`src/hdl/wfl_pkg.sv`:
```
// ----------------------------------------------------------------------------
// wfl_pkg: shared types and codes of the wall follower
// Request mode codes, register indexes and reset values, path cell type and scan chain flags.
// ----------------------------------------------------------------------------
package wfl_pkg;

   // request modes
   localparam logic [1:0] MODE_LOAD    = 2'd0;
   localparam logic [1:0] MODE_RESTART = 2'd1;
   localparam logic [1:0] MODE_ADVANCE = 2'd2;
   localparam logic [1:0] MODE_READ    = 2'd3;

   // configuration register indexes
   localparam logic [1:0] REG_START_X   = 2'd0;
   localparam logic [1:0] REG_START_Y   = 2'd1;
   localparam logic [1:0] REG_START_HDG = 2'd2;
   localparam logic [1:0] REG_SIDE      = 2'd3;

   // reset values of the registers
   localparam logic [4:0] RST_START_X   = 5'd18;
   localparam logic [4:0] RST_START_Y   = 5'd17;
   localparam logic [1:0] RST_START_HDG = 2'd3;
   localparam logic [5:0] RST_SIDE      = 6'd19;

   // a path cell: row in the upper five bits, column in the lower five
   typedef logic [9:0] cell_type;

   // flags travelling with one word along the scan chain
   typedef struct packed {
      logic valid;
      logic hit;
   } scan_flags_type;

endpackage

```
`src/hdl/wfl_scan_cell.sv`:
```
// ----------------------------------------------------------------------------
// wfl_scan_cell: one cell of the path scan chain
// Holds one path word, compares it with the search key and hands it on.
// ----------------------------------------------------------------------------
module wfl_scan_cell #(
   parameter int IDX_W = 10
) (
   input  logic                    clock,
   input  logic                    reset,
   input  wfl_pkg::cell_type       key,
   input  wfl_pkg::scan_flags_type in_flags,
   input  logic [IDX_W-1:0]        in_idx,
   input  wfl_pkg::cell_type       in_cell,
   output wfl_pkg::scan_flags_type out_flags,
   output logic [IDX_W-1:0]        out_idx,
   output wfl_pkg::cell_type       out_cell
);
   import wfl_pkg::*;

   scan_flags_type flags_ff, flags_in;
   logic [IDX_W-1:0] idx_ff;
   cell_type cell_ff;

   // match the incoming word against the key
   always_comb begin
      flags_in.valid = in_flags.valid;
      flags_in.hit   = in_flags.hit | (in_flags.valid & (in_cell == key));
   end

   always_ff @(posedge clock) begin
      if (reset) begin
         flags_ff <= '0;
      end else begin
         flags_ff <= flags_in;
      end
   end

   // payload needs no reset
   always_ff @(posedge clock) begin
      idx_ff  <= in_idx;
      cell_ff <= in_cell;
   end

   assign out_flags = flags_ff;
   assign out_idx   = idx_ff;
   assign out_cell  = cell_ff;

endmodule

```
`config.mk`:
```
export PLATFORM = sky130hd
export DESIGN_NAME = wfl_scan_cell
export DESIGN_NICKNAME = d
export VERILOG_FILES = /design/src/hdl/wfl_pkg.sv /design/src/hdl/wfl_scan_cell.sv
export SDC_FILE = /design/constraint.sdc
export NUM_CORES = 1
export LEC_CHECK = 0
export BUFFER_PORTS_ARGS = -buffer_cell sky130_fd_sc_hd__buf_2
export CAP_MARGIN = 0
export CORE_MARGIN = 2
export CORE_UTILIZATION = 35
export DETAILED_ROUTE_END_ITERATION = 8
export PLACE_DENSITY = 0.84
export SLEW_MARGIN = 0
export SYNTH_ARGS = -nofsm -noshare
export SYNTH_HDL_FRONTEND = slang
export SYNTH_SLANG_ARGS = --single-unit
```
`constraint.sdc`:
```
create_clock -name clock -period 1.74 [get_ports clock]
set_input_delay 0.087 -clock clock [delete_from_list [all_inputs] [get_ports clock]]
set_output_delay 0.087 -clock clock [all_outputs]
set_load 0.05 [all_outputs]
```
======== Word-level counts from Yosys, hierarchy flattened ========
Cells that the tools add are included.
storage, ports and cells
  output and inout port bits .............. 22
  flip-flop bits (word level) ............. 22
  word-level logic and storage cells ...... 7
  input port bits ......................... 34
cells by class
  bitwise logic cells ..................... 2
  equal/unequal tests ..................... 1
operators by type and width
  operator      count
  $eq 10x10->1  1
  $and 1x1->1   1
  $or 1x1->1    1

======== Logic depth before layout (Yosys ltp) ========
  depth after elaboration ................. 3
  depth in mapped cells ................... 3
  gate-level depth less buffers ........... 3

======== Worst setup path before layout ========
OpenSTA, ideal clock, no wires.
  kind .................................... flip-flop to output port
  start point ............................. reg cell_ff[0] (netlist: out_cell[0])
  end point ............................... out out_cell[0]
  path buffers ............................ 0
  required time ........................... 1.653 ns
  cell stages (with the launch flop) ...... 1
  arrival ................................. 0.587 ns
  setup slack ............................. 1.066 ns
  cells stage by stage .................... dfxtp_1
RTL lines
  item                    line                 text
  start, declared         wfl_scan_cell.sv:22  cell_type cell_ff;
  start signal, assigned  wfl_scan_cell.sv:41  cell_ff <= in_cell;
  end, declared           wfl_scan_cell.sv:16  output wfl_pkg::cell_type out_cell
No word-level cell between the ends.

======== Worst setup path in the final report ========
  start point ............................. in in_cell[4]
  end point ............................... reg flags_ff, in the netlist out_flags[0]
on the way
  longest elaborated chain between the ends .. 3
ends and longest elaborated chain
  item                  line                 text
  start, declared       wfl_scan_cell.sv:13  input wfl_pkg::cell_type in_cell,
  $eq 10x10->1          wfl_scan_cell.sv:27  flags_in.hit = in_flags.hit | (in_flags.valid & (in_cell == key));
  $and 1x1->1           wfl_scan_cell.sv:27
  $or 1x1->1            wfl_scan_cell.sv:27
  end signal, assigned  wfl_scan_cell.sv:34  flags_ff <= flags_in;
  end, declared         wfl_scan_cell.sv:20  scan_flags_type flags_ff, flags_in;
No other way between the ends.
A chain may end at the register's enable or synchronous reset.

==> summary.txt <==
STA
  • Slew Limit Fails: 0
  • Setup-failing EPs final: 0
  • Hold slack: 22.2 ps
  • Worst-margin pin slew: 258 ps
  • Min Tclk post-route: 1060 ps
  • FMAX: 0.945 GHz
  • RSZ-0062 raised after global routing: false
  • Period utilization: 0.608
  • Final hold violation count: 0
  • Slew Limit Headroom: 0.829
  • TNS Setup: 0 ps

Logic synthesis
  • Post-synthesis simple-gate area fraction: 0.0540
  • Ys Warns: 0
  • Main area contributors after synthesis: dfxtp_1 (76%), xnor2_1 (15%), o32ai_2 (2.8%), nor2b_4 (2.4%), nand4_1 (2.2%)
  • Post-Syn Area: 579 um2
  • Count of cell types in the netlist: 7
  • Share of the synthesized area in the top cell type: 0.760
  • Post-synthesis mux area share: 0
  • Seq/Total Area, Yosys: 0.760
  • Post-synthesis adder-cell area fraction: 0
  • Mapped Nets: 72
  • Cell taking the most area after synthesis: dfxtp_1
  • Xor/xnor share of the synthesized area: 0.151
  • FF+latch count, synth: 22
  • Syn avg cell area: 15.2 um2
  • Largest family of logic cells by synthesized area: XOR/XNOR gates
  • Synth Area in Compound Gates: 0.0281
  • Cells after Synth: 38

Routing
  • Final wirelength: 1.43 mm
  • Via-to-Cell Ratio: 4.31
  • Avg WL per Cell: 10.7 um
  • DRC Markers: 0
  • Post-route ant nets: 0
  • First drt pass iteration count: 1
  • Vias: 577
  • Initial DRC Count: 0

Floorplanning
  • I/O pins: 56
  • Die Y-Extent: 44.7 um
  • Core area: 1520 um2
  • Die width: 44.7 um
  • Rows: 14
  • Die area: 2000 um2
  • Initial Util: 0.380

Setup path
  • Worst setup EP type: register
  • Critical Path, Cell by Cell: dlygate4sd3_1 -> buf_2 -> xnor2_1 -> nand4_1 -> o32ai_2
  • Kind of critical path: primary input to register
  • Slowest cell on crit path: dlygate4sd3_1
  • CP arrival: 1280 ps
  • Slowest stage delay, CP: 540 ps
  • CP Data Required Time: 1960 ps
  • Startpoint types: primary input
  • Max FO, Critical Path: 2

Clock tree
  • PostCTS Resize Cnt: 0
  • Post-CTS Setup Repair Bufs: 0
  • H-tree depth: 1
  • Clock Path Buffers: 2
  • Root Driver: clkbuf_4
  • CTS tree: built
  • Total CTS buffers: 3
  • Clk sink count: 22
  • Hold buffers post-CTS: 21
  • Reg clk slew, reported paths: 110 ps

Global route
  • Vias in the first global route: 597
  • Antenna violations before repair: 0
  • Largest net degree at the start of global routing: 13
  • Total gr overflow: 0
  • First-pass GRT wire length: 2.12 mm
  • Overall routing resource usage: 0.151

Power and ir drop
  • VDD IR max: 0.547 mV
  • P_leak: 0.550 nW
  • Power Density: 925 nW/um2

Layout
  • Nets: 153
  • Syn-to-layout area delta: 93.5%
  • Layout Cells excl Fill: 134
  • Fill cells: 123
  • Ratio of cells with drive above 1 in the final layout: 0.517
  • Ant. Diodes: 0

Status
  • Status: completed

Worst hold path
  • HP Class: primary input to register

Placement
  • Post-Place Cells: 109
  • Post-DP HPWL: 1.04 mm
  • IO Port Bufs: 55
  • Final GP Congestion: 0.639

Run
  • Max-capacitance violation count: 0
==> cells by family (layout without fill, tap and decap cells) <==
family | count (synthesis) | count (layout)
DFF | 22 | 22
buffers and inverters | 1 | 81
AOI/OAI and AO/OA | 1 | 1
xor gates and xnor gates | 10 | 10
and+or+nand+nor | 4 | 4
==> critical path: cells and delay by family <==
| kind | cells | cell delay [ps] |
|---|---|---|
| AOI/OAI and AO/OA | 1 | 250 |
| xor gates and xnor gates | 1 | 140 |
| and+or+nand+nor | 1 | 120 |
| buffers and inverters | 2 | 680 |
==> flip-flops by register name, summed over array words and instances (netlist names) <==
signal,count
out_flags,2
out_idx,10
out_cell,10
==> routing by layer <==
metal  GRT usage  share of wire  vias to the layer above
met1       0.117           0.30                      256
met2       0.296           0.58                       36
met4      0.0970          0.010                        0
met3      0.0571           0.11                        2
li1            -              -                      283
met5           0              0                        -
==> final cells by class <==
class	instances	area, um2	share of cell area
clock buffer	4	36.3	0.0324
inverter	1	3.75	0.00335
multi-input combinational	15	135	0.121
sequential	22	440	0.393
tap	16	20.0	0.0179
timing repair buffer	76	485	0.433
==> path summary, 6_finish.rpt <==
path                    start                       to  cells past startpoint
setup / recovery   in_cell[4]  out_flags[0]$_SDFF_PP0_                      5
hold / removal    in_flags[1]  out_flags[1]$_SDFF_PP0_                      2
==> synth_stat cells <==
library cell	number
inv_1	1
xnor2_1	10
nand4_1	2
o32ai_2	1
dfxtp_1	22
nand3_1	1
nor2b_4	1
==> power by group <==
group | leakage, nW | total (mW) | internal, mW | switching (mW)
clock network | 0.0210 | 0.269 | 0.127 | 0.142
logic | 0.343 | 0.233 | 0.0939 | 0.139
registers | 0.185 | 0.535 | 0.530 | 0.00515
==> cells in the final DEF, fill, tap and decap left out <==
master         count
clkbuf_4           3
buf_2             55
o32ai_2            1
nand4_1            2
nor2b_4            1
dlygate4sd3_1     21
dfxtp_1           22
inv_1              1
clkbuf_8           1
nand3_1            1
xnor2_1           10
==> metrics by stage <==
| stage | cell area [um2] | power [mW] | setup slack [ps] | utilization |
|---|---|---|---|---|
| 3_5_place_dp | 875 | 0.745 | 925 | 0.574 |
| 6_report | 1120 | 1.04 | 681 | 0.736 |
| 2_1_floorplan | 579 | 0.673 | 1070 | - |
| 5_1_grt | 1120 | 1.09 | 623 | 0.736 |
| 4_1_cts | 1120 | 1.05 | 690 | 0.736 |
| 3_3_place_gp | 875 | 0.740 | 945 | 0.574 |
Power figures use the tool's default switching activity.
